[config.mk]
export PLATFORM = sky130hd
export DESIGN_NAME = mouse_report_to_quadrature_core_flat
export DESIGN_NICKNAME = d
export VERILOG_FILES = /design/src/hw/rtl/mrq_pkg.sv /design/src/hw/rtl/mrq_if.sv /design/src/hw/rtl/mrq_out_buf.sv /design/src/hw/rtl/mouse_report_to_quadrature_core.sv /design/src/flat_wrapper.sv
export SDC_FILE = /design/constraint.sdc
export NUM_CORES = 1
export LEC_CHECK = 0
export BUFFER_PORTS_ARGS = -buffer_cell sky130_fd_sc_hd__buf_4
export CORE_MARGIN = 4
export CORE_UTILIZATION = 56
export CTS_CLUSTER_SIZE = 10
export DETAILED_ROUTE_END_ITERATION = 16
export GPL_TIMING_DRIVEN = 0
export PLACE_DENSITY = 0.87
export SLEW_MARGIN = 10
export SYNTH_ARGS = -nofsm -noshare
export SYNTH_HDL_FRONTEND = slang
export SYNTH_SLANG_ARGS = --single-unit
[constraint.sdc]
create_clock -name clk_i -period 3.6 [get_ports clk_i]
set_input_delay 0.9 -clock clk_i [delete_from_list [all_inputs] [get_ports clk_i]]
set_output_delay 0.9 -clock clk_i [all_outputs]
set_load 0.01 [all_outputs]
[src/hw/rtl/mrq_pkg.sv]
package mrq_pkg;

  localparam int unsigned MoveW  = 8;
  localparam int unsigned StepW  = 7;
  localparam int unsigned TickW  = 16;
  localparam int unsigned CfgAddrW = 2;
  localparam int unsigned CfgDataW = 16;

  localparam logic [CfgAddrW-1:0] CFG_HALF_STEP_TICKS  = 2'd0;
  localparam logic [CfgAddrW-1:0] CFG_GAP_TICKS        = 2'd1;
  localparam logic [CfgAddrW-1:0] CFG_STEPS_PER_REPORT = 2'd2;

  localparam logic [TickW-1:0] HALF_STEP_TICKS_RST  = 16'd50;
  localparam logic [TickW-1:0] GAP_TICKS_RST        = 16'd500;
  localparam logic [StepW-1:0] STEPS_PER_REPORT_RST = 7'd100;

  localparam logic CMD_REPORT = 1'b0;
  localparam logic CMD_TICK   = 1'b1;

  typedef enum logic [2:0] {
    MODE_IDLE = 3'b001,
    MODE_STEP = 3'b010,
    MODE_GAP  = 3'b100
  } mode_e;

  typedef struct packed {
    logic h_pulse;
    logic h_quad;
    logic v_pulse;
    logic v_quad;
    logic left_line;
    logic right_line;
    logic busy_res;
    logic report_dropped;
  } out_beat_t;

endpackage

[src/hw/rtl/mrq_if.sv]
interface mrq_in_if;
  import mrq_pkg::*;
  logic                    valid;
  logic                    ready;
  logic                    command;
  logic                    left_pressed;
  logic                    right_pressed;
  logic signed [MoveW-1:0] move_x;
  logic signed [MoveW-1:0] move_y;

  modport source (output valid, command, left_pressed, right_pressed, move_x, move_y,
                  input ready);
  modport sink (input valid, command, left_pressed, right_pressed, move_x, move_y,
                output ready);
endinterface

interface mrq_out_if;
  logic valid;
  logic ready;
  logic h_pulse;
  logic h_quad;
  logic v_pulse;
  logic v_quad;
  logic left_line;
  logic right_line;
  logic busy_res;
  logic report_dropped;

  modport source (output valid, h_pulse, h_quad, v_pulse, v_quad, left_line, right_line,
                  busy_res, report_dropped, input ready);
  modport sink (input valid, h_pulse, h_quad, v_pulse, v_quad, left_line, right_line,
                busy_res, report_dropped, output ready);
endinterface

interface mrq_cfg_if;
  import mrq_pkg::*;
  logic                valid;
  logic                ready;
  logic [CfgAddrW-1:0] addr;
  logic [CfgDataW-1:0] data;

  modport source (output valid, addr, data, input ready);
  modport sink (input valid, addr, data, output ready);
endinterface

[src/hw/rtl/mrq_out_buf.sv]
module mrq_out_buf (
  input  logic               clk_i,
  input  logic               rst_ni,
  input  logic               push_valid_i,
  output logic               push_ready_o,
  input  mrq_pkg::out_beat_t push_data_i,
  output logic               pop_valid_o,
  input  logic               pop_ready_i,
  output mrq_pkg::out_beat_t pop_data_o
);
  import mrq_pkg::*;

  out_beat_t head_q, skid_q;
  logic      head_valid_q, skid_valid_q;
  logic      push, head_free;

  // The skid entry lets a new beat in while the head beat is stalled.
  assign push_ready_o = !skid_valid_q;
  assign push         = push_valid_i && !skid_valid_q;
  assign head_free    = !head_valid_q || pop_ready_i;
  assign pop_valid_o  = head_valid_q;
  assign pop_data_o   = head_q;

  always_ff @(posedge clk_i or negedge rst_ni) begin
    if (!rst_ni) begin
      head_valid_q <= 1'b0;
      skid_valid_q <= 1'b0;
    end else if (head_free) begin
      head_valid_q <= skid_valid_q || push;
      skid_valid_q <= 1'b0;
    end else if (push) begin
      skid_valid_q <= 1'b1;
    end
  end

  always_ff @(posedge clk_i) begin
    if (head_free) begin
      head_q <= skid_valid_q ? skid_q : push_data_i;
    end else if (push) begin
      skid_q <= push_data_i;
    end
  end

endmodule

[src/hw/rtl/mouse_report_to_quadrature_core.sv]
// Mouse report to quadrature pulse generator.
// in_ch carries commands: a report (buttons and signed X/Y moves) or a one-time
// tick. Every accepted beat yields exactly one beat on out_ch holding the phase
// pin levels, the active-low button pins, a busy flag and a dropped-report flag.
// A report starts a run of steps_per_report full steps; ticks count out the wait
// after each half-step and the gap after the last step. A report that arrives
// while a run or gap is in progress is dropped and flagged.
// cfg_ch writes the three timing registers by index; it is always ready and is
// meant to be written only while the block is idle.
// The result of an accepted beat is registered in the output buffer head, or
// in its skid entry while out_ch is stalled. Throughput is one beat per cycle
// while out_ch takes results, set by the single state update before the buffer.
// A two-entry output buffer keeps in_ch ready for one more beat while out_ch is
// stalled; with both entries full in_ch.ready drops until a result is taken.
// Reset puts all phase pins high, both button pins low, the block idle and the
// registers at 50, 500 and 100.
module mouse_report_to_quadrature_core (
  input logic       clk_i,
  input logic       rst_ni,
  mrq_in_if.sink    in_ch,
  mrq_out_if.source out_ch,
  mrq_cfg_if.sink   cfg_ch
);
  import mrq_pkg::*;

  logic [TickW-1:0] half_ticks_q, gap_ticks_q;
  logic [StepW-1:0] steps_q;

  logic [3:0]       pins_q, pins_d;
  logic [1:0]       buttons_q, buttons_d;
  logic [StepW-1:0] x_mag_q, x_mag_d, y_mag_q, y_mag_d;
  logic             x_neg_q, x_neg_d, y_neg_q, y_neg_d;
  logic [StepW-1:0] step_q, step_d, step_next;
  logic             half_q, half_d;
  logic [TickW-1:0] wait_q, wait_d, wait_dec, half_wait;
  mode_e            mode_q, mode_d;

  logic             in_accept, in_ready, dropped;
  out_beat_t        beat;

  function automatic logic [StepW-1:0] cap_move(logic [MoveW-1:0] v, logic [StepW-1:0] cap);
    logic [MoveW-1:0] mag;
    mag = v[MoveW-1] ? (~v + MoveW'(1)) : v;
    return (mag > MoveW'(cap)) ? cap : mag[StepW-1:0];
  endfunction

  // pins bit 0/1 are the horizontal A/B pins, bits 2/3 the vertical ones.
  function automatic logic [3:0] half_step(logic [3:0] p, logic second, logic [StepW-1:0] idx,
                                           logic [StepW-1:0] xm, logic xn,
                                           logic [StepW-1:0] ym, logic yn);
    logic [3:0] r;
    r = p;
    if (idx < xm) begin
      if (second ^ xn) r[1] = ~r[1];
      else r[0] = ~r[0];
    end
    if (idx < ym) begin
      if (second ^ yn) r[3] = ~r[3];
      else r[2] = ~r[2];
    end
    return r;
  endfunction

  assign cfg_ch.ready = 1'b1;
  assign in_ch.ready  = in_ready;
  assign in_accept    = in_ch.valid && in_ready;
  assign half_wait    = (half_ticks_q == '0) ? TickW'(1) : half_ticks_q;
  assign wait_dec     = (wait_q != '0) ? wait_q - TickW'(1) : wait_q;
  assign step_next    = step_q + StepW'(1);

  always_comb begin
    pins_d    = pins_q;
    buttons_d = buttons_q;
    x_mag_d   = x_mag_q;
    x_neg_d   = x_neg_q;
    y_mag_d   = y_mag_q;
    y_neg_d   = y_neg_q;
    step_d    = step_q;
    half_d    = half_q;
    wait_d    = wait_q;
    mode_d    = mode_q;
    dropped   = 1'b0;
    if (in_accept) begin
      if (in_ch.command == CMD_REPORT) begin
        if (mode_q != MODE_IDLE) begin
          dropped = 1'b1;
        end else begin
          buttons_d = {~in_ch.right_pressed, ~in_ch.left_pressed};
          x_mag_d   = cap_move(in_ch.move_x, steps_q);
          x_neg_d   = in_ch.move_x[MoveW-1];
          y_mag_d   = cap_move(in_ch.move_y, steps_q);
          y_neg_d   = in_ch.move_y[MoveW-1];
          step_d    = '0;
          half_d    = 1'b0;
          if (steps_q == '0) begin
            mode_d = (gap_ticks_q == '0) ? MODE_IDLE : MODE_GAP;
            wait_d = gap_ticks_q;
          end else begin
            pins_d = half_step(pins_q, 1'b0, '0, x_mag_d, x_neg_d, y_mag_d, y_neg_d);
            mode_d = MODE_STEP;
            wait_d = half_wait;
          end
        end
      end else if (mode_q != MODE_IDLE) begin
        wait_d = wait_dec;
        if (wait_dec == '0) begin
          if (mode_q == MODE_GAP) begin
            mode_d = MODE_IDLE;
          end else if (!half_q) begin
            pins_d = half_step(pins_q, 1'b1, step_q, x_mag_q, x_neg_q, y_mag_q, y_neg_q);
            half_d = 1'b1;
            wait_d = half_wait;
          end else begin
            half_d = 1'b0;
            step_d = step_next;
            // The step counter wraps at its width, which also ends the run.
            if (step_next == '0 || step_next >= steps_q) begin
              mode_d = (gap_ticks_q == '0) ? MODE_IDLE : MODE_GAP;
              wait_d = gap_ticks_q;
            end else begin
              pins_d = half_step(pins_q, 1'b0, step_next, x_mag_q, x_neg_q, y_mag_q, y_neg_q);
              wait_d = half_wait;
            end
          end
        end
      end
    end
  end

  always_ff @(posedge clk_i or negedge rst_ni) begin
    if (!rst_ni) begin
      half_ticks_q <= HALF_STEP_TICKS_RST;
      gap_ticks_q  <= GAP_TICKS_RST;
      steps_q      <= STEPS_PER_REPORT_RST;
    end else if (cfg_ch.valid) begin
      case (cfg_ch.addr)
        CFG_HALF_STEP_TICKS:  half_ticks_q <= cfg_ch.data[TickW-1:0];
        CFG_GAP_TICKS:        gap_ticks_q  <= cfg_ch.data[TickW-1:0];
        CFG_STEPS_PER_REPORT: steps_q      <= cfg_ch.data[StepW-1:0];
        default: ;
      endcase
    end
  end

  always_ff @(posedge clk_i or negedge rst_ni) begin
    if (!rst_ni) begin
      pins_q    <= 4'hF;
      buttons_q <= '0;
      x_mag_q   <= '0;
      x_neg_q   <= 1'b0;
      y_mag_q   <= '0;
      y_neg_q   <= 1'b0;
      step_q    <= '0;
      half_q    <= 1'b0;
      wait_q    <= '0;
      mode_q    <= MODE_IDLE;
    end else begin
      pins_q    <= pins_d;
      buttons_q <= buttons_d;
      x_mag_q   <= x_mag_d;
      x_neg_q   <= x_neg_d;
      y_mag_q   <= y_mag_d;
      y_neg_q   <= y_neg_d;
      step_q    <= step_d;
      half_q    <= half_d;
      wait_q    <= wait_d;
      mode_q    <= mode_d;
    end
  end

  always_comb begin
    beat.h_pulse        = pins_d[0];
    beat.h_quad         = pins_d[1];
    beat.v_pulse        = pins_d[2];
    beat.v_quad         = pins_d[3];
    beat.left_line      = buttons_d[0];
    beat.right_line     = buttons_d[1];
    beat.busy_res       = (mode_d != MODE_IDLE);
    beat.report_dropped = dropped;
  end

  out_beat_t res;

  mrq_out_buf u_out_buf (
    .clk_i        (clk_i),
    .rst_ni       (rst_ni),
    .push_valid_i (in_ch.valid),
    .push_ready_o (in_ready),
    .push_data_i  (beat),
    .pop_valid_o  (out_ch.valid),
    .pop_ready_i  (out_ch.ready),
    .pop_data_o   (res)
  );

  assign out_ch.h_pulse        = res.h_pulse;
  assign out_ch.h_quad         = res.h_quad;
  assign out_ch.v_pulse        = res.v_pulse;
  assign out_ch.v_quad         = res.v_quad;
  assign out_ch.left_line      = res.left_line;
  assign out_ch.right_line     = res.right_line;
  assign out_ch.busy_res       = res.busy_res;
  assign out_ch.report_dropped = res.report_dropped;

endmodule

[src/flat_wrapper.sv]
// flat-port wrapper written by rule: the top's interface ports become plain ports
module mouse_report_to_quadrature_core_flat import mrq_pkg::*;
  (clk_i, rst_ni, in_ch_valid, in_ch_command, in_ch_left_pressed, in_ch_right_pressed, in_ch_move_x, in_ch_move_y, in_ch_ready, out_ch_valid, out_ch_h_pulse, out_ch_h_quad, out_ch_v_pulse, out_ch_v_quad, out_ch_left_line, out_ch_right_line, out_ch_busy_res, out_ch_report_dropped, out_ch_ready, cfg_ch_valid, cfg_ch_addr, cfg_ch_data, cfg_ch_ready);
  mrq_in_if in_ch_i ();
  mrq_out_if out_ch_i ();
  mrq_cfg_if cfg_ch_i ();
  input logic clk_i;
  input logic rst_ni;
  input wire logic [$bits(in_ch_i.valid)-1:0] in_ch_valid;
  input wire logic [$bits(in_ch_i.command)-1:0] in_ch_command;
  input wire logic [$bits(in_ch_i.left_pressed)-1:0] in_ch_left_pressed;
  input wire logic [$bits(in_ch_i.right_pressed)-1:0] in_ch_right_pressed;
  input wire logic [$bits(in_ch_i.move_x)-1:0] in_ch_move_x;
  input wire logic [$bits(in_ch_i.move_y)-1:0] in_ch_move_y;
  output wire logic [$bits(in_ch_i.ready)-1:0] in_ch_ready;
  output wire logic [$bits(out_ch_i.valid)-1:0] out_ch_valid;
  output wire logic [$bits(out_ch_i.h_pulse)-1:0] out_ch_h_pulse;
  output wire logic [$bits(out_ch_i.h_quad)-1:0] out_ch_h_quad;
  output wire logic [$bits(out_ch_i.v_pulse)-1:0] out_ch_v_pulse;
  output wire logic [$bits(out_ch_i.v_quad)-1:0] out_ch_v_quad;
  output wire logic [$bits(out_ch_i.left_line)-1:0] out_ch_left_line;
  output wire logic [$bits(out_ch_i.right_line)-1:0] out_ch_right_line;
  output wire logic [$bits(out_ch_i.busy_res)-1:0] out_ch_busy_res;
  output wire logic [$bits(out_ch_i.report_dropped)-1:0] out_ch_report_dropped;
  input wire logic [$bits(out_ch_i.ready)-1:0] out_ch_ready;
  input wire logic [$bits(cfg_ch_i.valid)-1:0] cfg_ch_valid;
  input wire logic [$bits(cfg_ch_i.addr)-1:0] cfg_ch_addr;
  input wire logic [$bits(cfg_ch_i.data)-1:0] cfg_ch_data;
  output wire logic [$bits(cfg_ch_i.ready)-1:0] cfg_ch_ready;
  assign in_ch_i.valid = in_ch_valid;
  assign in_ch_i.command = in_ch_command;
  assign in_ch_i.left_pressed = in_ch_left_pressed;
  assign in_ch_i.right_pressed = in_ch_right_pressed;
  assign in_ch_i.move_x = in_ch_move_x;
  assign in_ch_i.move_y = in_ch_move_y;
  assign in_ch_ready = in_ch_i.ready;
  assign out_ch_valid = out_ch_i.valid;
  assign out_ch_h_pulse = out_ch_i.h_pulse;
  assign out_ch_h_quad = out_ch_i.h_quad;
  assign out_ch_v_pulse = out_ch_i.v_pulse;
  assign out_ch_v_quad = out_ch_i.v_quad;
  assign out_ch_left_line = out_ch_i.left_line;
  assign out_ch_right_line = out_ch_i.right_line;
  assign out_ch_busy_res = out_ch_i.busy_res;
  assign out_ch_report_dropped = out_ch_i.report_dropped;
  assign out_ch_i.ready = out_ch_ready;
  assign cfg_ch_i.valid = cfg_ch_valid;
  assign cfg_ch_i.addr = cfg_ch_addr;
  assign cfg_ch_i.data = cfg_ch_data;
  assign cfg_ch_ready = cfg_ch_i.ready;
  mouse_report_to_quadrature_core u_core (.clk_i(clk_i), .rst_ni(rst_ni), .in_ch(in_ch_i), .out_ch(out_ch_i), .cfg_ch(cfg_ch_i));
endmodule
==> results of run 1 <==
==> final cells by class <==
type,instances,area [sq um],area share [%]
tap,172,215,2.35
inverter,41,159,1.73
clock buffer,10,250,2.73
buffer,32,148,1.61
multi-input combinational,588,4850,52.8
clock inverter,5,47.5,0.518
timing repair buffer,95,743,8.10
sequential,106,2760,30.1
==> sequential cells by signal, indices dropped and copies added (netlist names) <==
| register | flops |
|---|---|
| u_core.x_neg_q | 1 |
| u_core.gap_ticks_q | 16 |
| u_core.y_mag_q | 7 |
| u_core.buttons_q | 2 |
| u_core.y_neg_q | 1 |
| u_core.wait_q | 16 |
| u_core.pins_q | 4 |
| u_core.half_ticks_q | 16 |
| u_core.step_q | 7 |
| u_core.mode_q | 3 |
| u_core.u_out_buf.skid_valid_q | 1 |
| u_core.u_out_buf.pop_data_o | 8 |
| u_core.x_mag_q | 7 |
| u_core.u_out_buf.skid_q | 8 |
| u_core.u_out_buf.pop_valid_o | 1 |
| u_core.steps_q | 7 |
| u_core.half_q | 1 |
==> cells in the mapped netlist (4+ instances only) <==
master    number  area [sq um]
edfxtp_1      16           480
nand4_1       12          75.1
xnor2_1       16           140
mux2i_1       31           310
dfstp_2       17           447
o211ai_1       8          60.1
inv_1         39           146
nor2b_1        7          43.8
and2_1         6          37.5
nand3_1       16          80.1
nand2_1       62           233
or3_1         11          68.8
or4_1          7          52.6
o21ai_0       45           225
o21ai_1        4          20.0
dfrtp_1       73          1830
nor3_1        12          60.1
a22oi_1       10          75.1
a31oi_1       10          62.6
a211oi_1       8          60.1
nand2b_1       6          37.5
a21o_1         6          45.0
nor2_1        53           199
ha_1          52           651
o31ai_1        6          45.0
nor4_1        17           106
a21oi_1       38           190
mux2_2        67           754
clkbuf_1      30           113
==> placed cells by master (no fill, tap or decap), types with 12 or more instances in the layout <==
cell / instances
nor4_1: 13
mux2i_1: 28
nor2_1: 52
ha_1: 47
inv_1: 35
buf_4: 90
nand4_1: 12
mux2_2: 66
o21ai_0: 44
clkbuf_1: 23
nand2_1: 60
dfstp_2: 17
a21oi_1: 37
edfxtp_1: 16
dfrtp_1: 65
nand3_1: 13
==> critical path, delay by kind of cell <==
kind / cells / cell delay, ns
fa+ha+maj: 1 / 0.33
mux: 1 / 0.26
simple gates: 3 / 0.81
compound gates: 5 / 1.18
xor+xnor: 2 / 0.22
buf+inv: 1 / 0.10
==> per-stage QoR <==
step	hold WS, ns	setup slack (ns)	utilization (%)	setup TNS [ns]
2_1_floorplan	0.450	0.0185	-	0
3_3_place_gp	0.465	-0.739	62.8	-18.33
3_5_place_dp	0.471	-0.778	62.8	-19.99
4_1_cts	0.487	-0.00996	67.3	-0.00996
5_1_grt	0.512	-0.215	71.5	-0.872
6_report	0.488	-0.0735	71.5	-0.134
==> final timing paths <==
check	endpoint	from
min in group asynchronous	u_core.x_mag_q[3]$_DFFE_PN0P_	rst_ni
worst max-delay path	u_core.u_out_buf.pop_data_o[6]$_DFFE_PN_	in_ch_move_x[3]
worst max register to register	u_core.u_out_buf.pop_data_o[6]$_DFFE_PN_	u_core.step_q[0]$_DFFE_PN0P_
worst min register to register	u_core.y_mag_q[5]$_DFFE_PN0P_	u_core.y_mag_q[5]$_DFFE_PN0P_
worst min-delay path	u_core.y_mag_q[5]$_DFFE_PN0P_	u_core.y_mag_q[5]$_DFFE_PN0P_
max in group asynchronous	u_core.wait_q[0]$_DFFE_PN0P_	rst_ni
==> timing repair <==
action	in CTS	in global routing
resized for setup	40	53
setup endpoints to repair	40	34
hold buffers	0	0
setup buffers	11	35
cloned	0	0
pin swaps	9	33
==> where the power goes <==
group | switching, uW | internal [uW] | leakage (uW) | total [uW]
clock | 479 | 518 | 0.000143 | 997
sequential | 250 | 1460 | 0.00122 | 1710
combinational | 1260 | 1050 | 0.00248 | 2300
total | 1990 | 3030 | 0.00384 | 5010
==> per-layer routing <==
layer  GRT usage (%)  vias to the layer above
li1                -                     3091
met1            37.3                     3220
met2            41.7                      333
met3            5.08                       59
met4            9.48                        0
met5               0                        -
==> cells by family after synthesis <==
family | after synthesis | synth area share, %
AOI/OAI and AO/OA | 178 | 16.1
other | 1 | 0.0504
muxes | 101 | 14.8
buffers and inverters | 76 | 4.05
adders and majority gates | 52 | 8.75
xor gates and xnor gates | 19 | 2.24
DFF | 106 | 37.0
and+or+nand+nor | 237 | 17.1
==> run metrics, run 1 <==
status complete, but fails checks; violated checks setup timing; core region area 0.0128 sq mm; length of routed wiring on met1 8.95 mm; Final Slew Violations 0; RSZ-0062 raised after global routing true; vias in the first global route 6,341; Max VDD drop 0.449 mV; Crit Path Max Fanout 3; clock sinks 106; antenna viol nets, final 0; max-cap violations 0; DIE HEIGHT 123 um; fillers 892; initial drt markers 647; antenna violations before repair 0; CP max stage delay 0.40 ns; syn_nets 864; Post-Layout Inst Area 0.00918 sq mm; WP data arrival 3.79 ns; worst skew pair latency 0.36 ns; synth warn 0; area post-placement 0.00805 sq mm; Final Hold Viols 0; TritonCTS clock tree yes; worst reg-to-reg setup slack -0.01 ns; EDFF count, synth 16; routed wl met3 1.51 mm; clk buf depth 2; DRC 0; row count 41; initial core utilization 58.0%; actual slew at the worst max-slew pin 1.12 ns; cells after synthesis 770; Clock Root Buffer clkbuf_16; Leak Pwr 0.00384 uW; top_reg_cell synth dfrtp_1; fmax 0.272 GHz; Async SR Flop Fraction 84.9%; IO buf count 49; Yosys reg bits 106; Reg clk slew, reported paths 0.07 ns; # IOs 53; cell area after synthesis 0.00744 sq mm; Final WS setup -0.0735 ns; Layout area overhead 23.4%; DIE WIDTH 123 um; most frequent CP cell xnor2_2; Max-slew headroom 25.2%; worst hold stages 2; minimum clock period after layout 3.67 ns; largest net degree at the start of global routing 91; GRT Total Usage 26.7%; Via density 6.39; Final Cycle Share 102%; critical path type primary input to register; Setup crit end kind register; Inserted Clock Buffers 9; pwr/cell area 546 mW/mm^2; Pwr Total 5010 uW; DRT Wirelength 20.8 mm; max layer used met4; HPWL after DPL 14.2 mm; total congestion overflow 0; layout cells sized above 1 32.2%; setup violators final 2; level count of the clock H-tree 3; average cell area after synthesis 9.66 sq um; GPL Wtd Cong 0.974; R2R cell count 12; final cell count without fillers 1,049; DR WL met2 9.76 mm; WL per Instance 19.8 um; vias 6,703; Hold Crit Class register to register; first-pass GRT wire length 32.0 mm; nets 967; First-pass DRT Iterations 5; Worst EP required 3.71 ns; Setup Skew 0.0105 ns; post-synthesis cell type count 82; ANT cells 0; die area 0.0152 sq mm; Slowest cell on crit path or3_4; Startpoint Class primary input; Inst Count DP 991; sequential cell area fraction in the yosys report 37.0%; crit-path cells buf_8, or3_4, o31ai_4, xnor2_2, ha_1, and4_4, nand4_1, a22oi_2, o21ai_2, o2111a_2, a31oi_4, xnor2_2, mux2_4
Power figures use the tool's default switching activity.
==> run 2: changes to the inputs <==
Settings changed: SKIP_LAST_GASP from default to 1.
==> run 2 against run 1 <==
Net effect: the flow still finishes with violations (setup timing); clock skew barely moved; flip-flop and latch count stayed put; count of clock-buffer cells in the layout stayed put; die area did not move; sequential share of layout area stayed put; total power barely moved; sequential power is essentially flat; utilization stayed put; via count grew 0.28%; routed wire length about the same; largest cell class unchanged; global-route usage unchanged.
==> run metrics, run 2 (synthesis gave the netlist of run 1 again) <==
status complete, but fails checks (unchanged); violated checks setup timing (unchanged); Slowest cell on crit path or3_4 (unchanged); met3 usage 5.08% (unchanged); fmax 0.272 GHz (about the same); die area 0.0152 sq mm (unchanged); GRT Total Usage 26.7% (unchanged); IO buf count 49 (unchanged); CP delay by family, top compound AO/OA/AOI/OAI gates (unchanged); Top Registers u_core.gap_ticks_q (16), u_core.half_ticks_q (16), u_core.wait_q (16) (unchanged); WL per Instance 19.8 um (about the same); worst hold stages 2 (unchanged); Reg clk slew, reported paths 0.07 ns (about the same); worst reg-to-reg setup slack -0.01 ns (about the same); Final Hold Viols 0 (unchanged); Max-slew headroom 25.4% (was 25.2%); Clock Root Buffer clkbuf_16 (unchanged); TritonCTS clock tree yes (unchanged); Setup Skew 0.0105 ns (about the same); Startpoint Class primary input (unchanged); level count of the clock H-tree 3 (unchanged); worst skew pair latency 0.36 ns (about the same); vias in the first global route 6,341 (unchanged); Gate power share 45.9% (about the same); largest net degree at the start of global routing 91 (unchanged); DIE WIDTH 123 um (unchanged); crit path buf inv count 1 (unchanged); Layout area overhead 23.4% (unchanged); Inserted Clock Buffers 9 (unchanged); Endpoint, Worst Hold u_core.y_mag_q[5]$_DFFE_PN0P_ (unchanged); CP max stage delay 0.40 ns (about the same); Leak Pwr 0.00384 uW (unchanged); Final WS setup -0.0740 ns (was -0.0735 ns); setup violators final 2 (unchanged); # IOs 53 (unchanged); HP Start u_core.y_mag_q[5]$_DFFE_PN0P_ (unchanged); Worst EP required 3.71 ns (about the same); Crit Path Max Fanout 3 (unchanged); first-pass GRT wire length 32.0 mm (unchanged); critical path type primary input to register (unchanged); R2R cell count 12 (unchanged); Final Cycle Share 102% (about the same); clk buf depth 2 (unchanged); CTS Hold Bufs 0 (unchanged); most frequent cells in the layout 90 x buf_4, 66 x mux2_2, 65 x dfrtp_1, 60 x nand2_1, 52 x nor2_1 (unchanged); nets 967 (unchanged); HPWL after DPL 14.2 mm (unchanged); worst reg2reg startpoint u_core.step_q[0]$_DFFE_PN0P_ (unchanged); max-cap violations 0 (unchanged); Final Slew Violations 0 (unchanged); total congestion overflow 0 (unchanged); antenna viol nets, final 0 (unchanged); Setup crit end kind register (unchanged); grt peak-use layer met2 (unchanged); WP data arrival 3.79 ns (about the same); commonest non-fill, non-tap cell in the layout buf_4 (unchanged); ANT cells 0 (unchanged); DRT Wirelength 20.8 mm (about the same); GRT met2 Usage 41.7% (unchanged); vias 6,722 (was 6,703); Max VDD drop 0.449 mV (about the same); most frequent CP cell xnor2_2 (unchanged); Via density 6.41 (was 6.39); clock sinks 106 (unchanged); initial drt markers 667 (was 647); First-pass DRT Iterations 5 (unchanged); met1 usage 37.3% (unchanged); Sw Ratio 39.6% (about the same); DIE HEIGHT 123 um (unchanged); switching pwr 1990 uW (about the same); antenna violations before repair 0 (unchanged); minimum clock period after layout 3.67 ns (about the same); Clk pwr share 19.9% (about the same); Post-Place Worst Slack -0.778 ns (unchanged); initial core utilization 58.0% (unchanged); row count 41 (unchanged); RSZ-0062 raised after global routing true (unchanged); DRC 0 (unchanged); pwr/cell area 547 mW/mm^2 (was 546 mW/mm^2); cell-internal power 3030 uW (about the same); Hold Crit Class register to register (unchanged); GPL Wtd Cong 0.974 (unchanged); layout cells sized above 1 32.2% (unchanged); crit-path cells buf_8, or3_4, o31ai_4, xnor2_2, ha_1, and4_4, nand4_1, a22oi_2, o21ai_2, o2111a_2, a31oi_4, xnor2_2, mux2_4 (unchanged); R2R Path End u_core.u_out_buf.pop_data_o[6]$_DFFE_PN_ (unchanged); core region area 0.0128 sq mm (unchanged); Sequential Power Share 34.2% (about the same); Pwr Total 5010 uW (about the same); actual slew at the worst max-slew pin 1.12 ns (about the same)
[run 2: through the flow]
stage                     instances  instance area, sq um  hold slack [ns]  setup TNS (ns)  util (%)
after floorplan                 770                  7470            0.450               0         -
after global placement          991                  8050            0.465          -18.33      62.8
after detailed placement        991                  8050            0.471          -19.99      62.8
after CTS                      1015                  8640            0.487        -0.00996      67.3
after global routing           1049                  9180            0.512          -0.872      71.5
final                          1049                  9180            0.488          -0.135      71.5
[run 2: worst max path at each step]
stage	slack, ns	start	cells past startpoint	endpoint
final	-0.07	in_ch_move_x[3]	13	u_core.u_out_buf.pop_data_o[6]$_DFFE_PN_
after CTS	-0.01	u_core.wait_q[0]$_DFFE_PN0P_	10	u_core.u_out_buf.pop_data_o[1]$_DFFE_PN_
after detailed placement	-0.78	u_core.step_q[1]$_DFFE_PN0P_	13	u_core.u_out_buf.pop_data_o[1]$_DFFE_PN_
after global routing	-0.22	in_ch_move_x[3]	13	u_core.u_out_buf.pop_data_o[6]$_DFFE_PN_
after global placement	-0.74	u_core.wait_q[0]$_DFFE_PN0P_	10	u_core.u_out_buf.pop_data_o[6]$_DFFE_PN_
after floorplan	0.02	in_ch_move_x[1]	14	u_core.u_out_buf.pop_data_o[7]$_DFFE_PN_
[run 2: layout make-up]
type / instances / area [sq um]
clock inverters: 5 / 47.5
inverters: 41 / 159
plain buffers: 32 / 148
fillers: 892 / 3650
flip-flops and latches: 106 / 2760
clock buffers: 10 / 250
well taps: 172 / 215
multi-input cells: 588 / 4850
repair buffers: 95 / 743
[run 2: metal layers]
metal | share of wire (%) | wire (um) | vias up
li1 | - | - | 3093
met1 | 43 | 8960 | 3220
met2 | 47 | 9730 | 349
met3 | 7.3 | 1520 | 60
met4 | 2.8 | 584 | 0
met5 | 0 | 0 | -
[run 2: what timing repair did]
action	in CTS	in global routing
buffers inserted	11	35
setup endpoints to repair	40	34
pin swaps	9	33
gates resized for setup	40	53
[run 2: tightest hold or removal path: stages, from the launching register on]
cell	delay (ns)
dfrtp_1	0.35
nand2_1	0.04
o21ai_0	0.06
[run 2: power groups by stage]
stage          Sequential, uW  Combinational [uW]  Clock (uW)
2_1_floorplan            1640                1370           0
3_3_place_gp             1700                1760           0
3_5_place_dp             1710                1820           0
4_1_cts                  1690                2010         996
5_1_grt                  1740                2490        1050
6_report                 1710                2300         997
==> run 3: changes to the inputs <==
Settings changed: ABC_AREA from default to 1.
==> run 3 against run 2 <==
Net effect: the run now ends clean; sequential share of layout area fell by 0.34 points; hold slack improved by 0.022 ns; cell count rose by 34%; cell area rose by 0.87%; critical path depth rose by 14; sequential power rose by 16%; setup slack improved by 0.13 ns; first-iteration DRC count rose by 46%; flip-flop and latch count did not move; critical path type unchanged; largest power group unchanged.
==> run metrics, run 3 <==
worst reg2reg startpoint u_core.step_q[0]$_DFFE_PN0P_ (unchanged); crit path buf inv count 4 (was 1); antenna violations before repair 0 (unchanged); largest net degree at the start of global routing 91 (unchanged); first-pass GRT wire length 37.0 mm (was 32.0 mm); actual slew at the worst max-slew pin 0.875 ns (was 1.12 ns); sequential cell area fraction in the yosys report 34.3% (was 37.0%); row count 43 (was 41); Crit. Startpoint in_ch_move_x[0] (was in_ch_move_x[3]); syn_nets 1,247 (was 864); Crit Path Max Fanout 8 (was 3); average cell area after synthesis 6.97 sq um (was 9.66 sq um); setup violators final 0 (was 2); post-synthesis simple-gate area fraction 34.1% (was 17.1%); CTS Hold Bufs 0 (unchanged); worst hold stages 2 (unchanged); Clock Root Buffer clkbuf_16 (unchanged); worst reg-to-reg setup slack 0.30 ns (was -0.01 ns); DRC 0 (unchanged); First-pass DRT Iterations 6 (was 5); Setup Skew 0.0107 ns (was 0.0105 ns); Final Slew Violations 0 (unchanged); Hold Crit Class register to register (unchanged); Final Cycle Share 98.5% (was 102%); Post-Synth XOR/XNOR Area 1.31% (was 2.24%); Worst path depth 27 (was 13); WP data arrival 3.66 ns (was 3.79 ns); Setup Total Neg Slack 0 ns (was -0.135 ns); Via density 5.81 (was 6.41); Pwr Total 6970 uW (was 5010 uW); Max-slew headroom 41.7% (was 25.4%); IO buf count 51 (was 49); commonest non-fill, non-tap cell in the layout nand2_1 (was buf_4); Async SR Flop Fraction 84.9% (unchanged); area post-placement 0.00864 sq mm (was 0.00805 sq mm); DIE HEIGHT 128 um (was 123 um); EDFF count, synth 16 (unchanged); Worst EP required 3.71 ns (about the same); HPWL after DPL 16.7 mm (was 14.2 mm); worst skew pair latency 0.36 ns (about the same); DRT Wirelength 22.8 mm (was 20.8 mm); critical path type primary input to register (unchanged); clk buf depth 2 (unchanged); Slowest cell on crit path ha_1 (was or3_4); met1 usage 39.8% (was 37.3%); synth warn 0 (unchanged); cell area after synthesis 0.00803 sq mm (was 0.00744 sq mm); top-area cell type share of the netlist area 22.7% (was 24.6%); GRT Total Usage 27.9% (was 26.7%); Post-Synth Adder-Cell Area 8.10% (was 8.75%); Setup crit end kind register (unchanged); CP delay by family, top simple AND/OR/NAND/NOR gates (was compound AO/OA/AOI/OAI gates); ANT cells 0 (unchanged); Post-Place Worst Slack -0.500 ns (was -0.778 ns); layout cells sized above 1 16.5% (was 32.2%); post-layout util 66.2% (was 71.5%); Max VDD drop 0.506 mV (was 0.449 mV); level count of the clock H-tree 3 (unchanged); pwr/cell area 753 mW/mm^2 (was 547 mW/mm^2); Startpoint Class primary input (unchanged); vias in the first global route 7,533 (was 6,341); Final WS setup 0.0526 ns (was -0.0740 ns); nets 1,317 (was 967); combinational family with the most area after synthesis simple AND/OR/NAND/NOR gates (unchanged); Inserted Clock Buffers 9 (unchanged); DIE WIDTH 128 um (was 123 um); HP Start u_core.steps_q[6]$_DFFE_PN1P_ (was u_core.y_mag_q[5]$_DFFE_PN0P_); CP max stage delay 0.30 ns (was 0.40 ns); Yosys reg bits 106 (unchanged); WL per Instance 16.2 um (was 19.8 um); top_reg_cell synth dfrtp_1 (unchanged); die area 0.0163 sq mm (was 0.0152 sq mm); count leader, synth nand2_1 (was dfrtp_1); clock sinks 106 (unchanged); antenna viol nets, final 0 (unchanged); Final Hold Viols 0 (unchanged); cells after synthesis 1,153 (was 770); grt peak-use layer met2 (unchanged); initial drt markers 973 (was 667); most frequent CP cell nand2_2 (was xnor2_2); fmax 0.282 GHz (was 0.272 GHz); post-synthesis cell type count 46 (was 82); status finished, final reports clean (was complete, but fails checks); top post-synthesis cells by area dfrtp_1 23%, nand2_1 17%, ha_1 8.1% (was dfrtp_1 25%, mux2_2 10%, ha_1 8.7%); vias 8,181 (was 6,722); multiplexer area fraction after synthesis 0.499% (was 14.8%); Top Registers u_core.gap_ticks_q (16), u_core.half_ticks_q (16), u_core.wait_q (16) (unchanged); TritonCTS clock tree yes (unchanged); # IOs 53 (unchanged); minimum clock period after layout 3.55 ns (was 3.67 ns); core region area 0.0140 sq mm (was 0.0128 sq mm); Leak Pwr 0.00457 uW (was 0.00384 uW); synth cell count leaders 356 x nand2_1, 133 x inv_1, 120 x o21ai_0 (was 73 x dfrtp_1, 67 x mux2_2, 62 x nand2_1); Synth area leader dfrtp_1 (unchanged); most frequent cells in the layout 331 x nand2_1, 128 x inv_1, 120 x o21ai_0, 99 x nand3_1, 71 x dfrtp_1 (was 90 x buf_4, 66 x mux2_2, 65 x dfrtp_1, 60 x nand2_1, 52 x nor2_1); GRT met2 Usage 44.0% (was 41.7%); initial core utilization 57.4% (was 58.0%); Reg clk slew, reported paths 0.08 ns (was 0.07 ns); met3 usage 4.04% (was 5.08%); R2R cell count 21 (was 12); Compound-Gate Fraction of Synth Area 13.0% (was 16.0%); max-cap violations 0 (unchanged); total congestion overflow 0 (unchanged); GPL Wtd Cong 0.982 (was 0.974); Layout area overhead 15.2% (was 23.4%); Post-Layout Inst Area 0.00926 sq mm (was 0.00918 sq mm)
==> run 3: cell count changes in the layout (fill, tap and decap cells not counted), sizes merged, moves of 9 or more <==
cell / change
buf: -31
xnor2: -14
o21ai: +75
a22oi: -9
mux2: -70
nand2: +308
nor4: -10
nand3: +98
nor2: +29
inv: +98
or3: -11
mux2i: -27
==> run 3: what timing repair did <==
item / 4_1_cts / 5_1_grt
resized for setup: 6 / 66
endpoints found under the setup margin: 9 / 30
pin swaps: 0 / 14
buffers inserted: 0 / 9
==> run 3: worst reg2reg max path: cells and delay by family, from the launching register on <==
family                     cells  cell delay [ns]
AOI/OAI and AO/OA              2             0.26
muxes                          1             0.16
buffers and inverters          2             0.29
adders and majority gates      2             0.51
and+or+nand+nor               14             1.44
DFF                            1             0.40
==> run 3: path summary, 6_finish.rpt <==
| check | end |
|---|---|
| hold reg to reg | u_core.steps_q[6]$_DFFE_PN1P_ |
| hold / removal | u_core.steps_q[6]$_DFFE_PN1P_ |
| min in group asynchronous | u_core.u_out_buf.pop_valid_o$_DFFE_PN0N_ |
| setup reg to reg | u_core.u_out_buf.pop_data_o[7]$_DFFE_PN_ |
| max in group asynchronous | u_core.step_q[0]$_DFFE_PN0P_ |
| setup / recovery | u_core.u_out_buf.skid_q[6]$_DFFE_PP_ |
==> run 3: logic make-up after synthesis <==
logic type,count (synthesis)
muxes,4
DFF,106
xor gates and xnor gates,12
and+or+nand+nor,610
adders and majority gates,52
AOI/OAI and AO/OA,195
other,1
buffers and inverters,173
==> run 3: stage by stage <==
stage                     std cells  hold slack, ns
final                          1408           0.509
after global routing           1408           0.525
after CTS                      1400           0.509
after detailed placement       1384           0.495
after global placement         1384           0.491
after floorplan                1153           0.475
==> run 3: power breakdown <==
group	switching, uW	leakage [uW]	internal (uW)
Clock	511	0.000158	539
Combinational	2530	0.00319	1410
Sequential	367	0.00122	1620
==> run 3: per-layer routing <==
layer  vias up  share of wire, %
li1       3919                 -
met1      3782                43
met2       410                46
met3        70               8.6
met4         0               2.9
met5         -                 0
==> run 3: layout make-up <==
| type | count | area [sq um] |
|---|---|---|
| clock inverter | 6 | 72.6 |
| clock buffer | 10 | 250 |
| buffer | 31 | 164 |
| fill | 1153 | 4730 |
| inverter | 141 | 534 |
| multi-input combinational | 874 | 4800 |
| timing repair buffer | 60 | 454 |
| sequential | 106 | 2760 |
| tap | 180 | 225 |
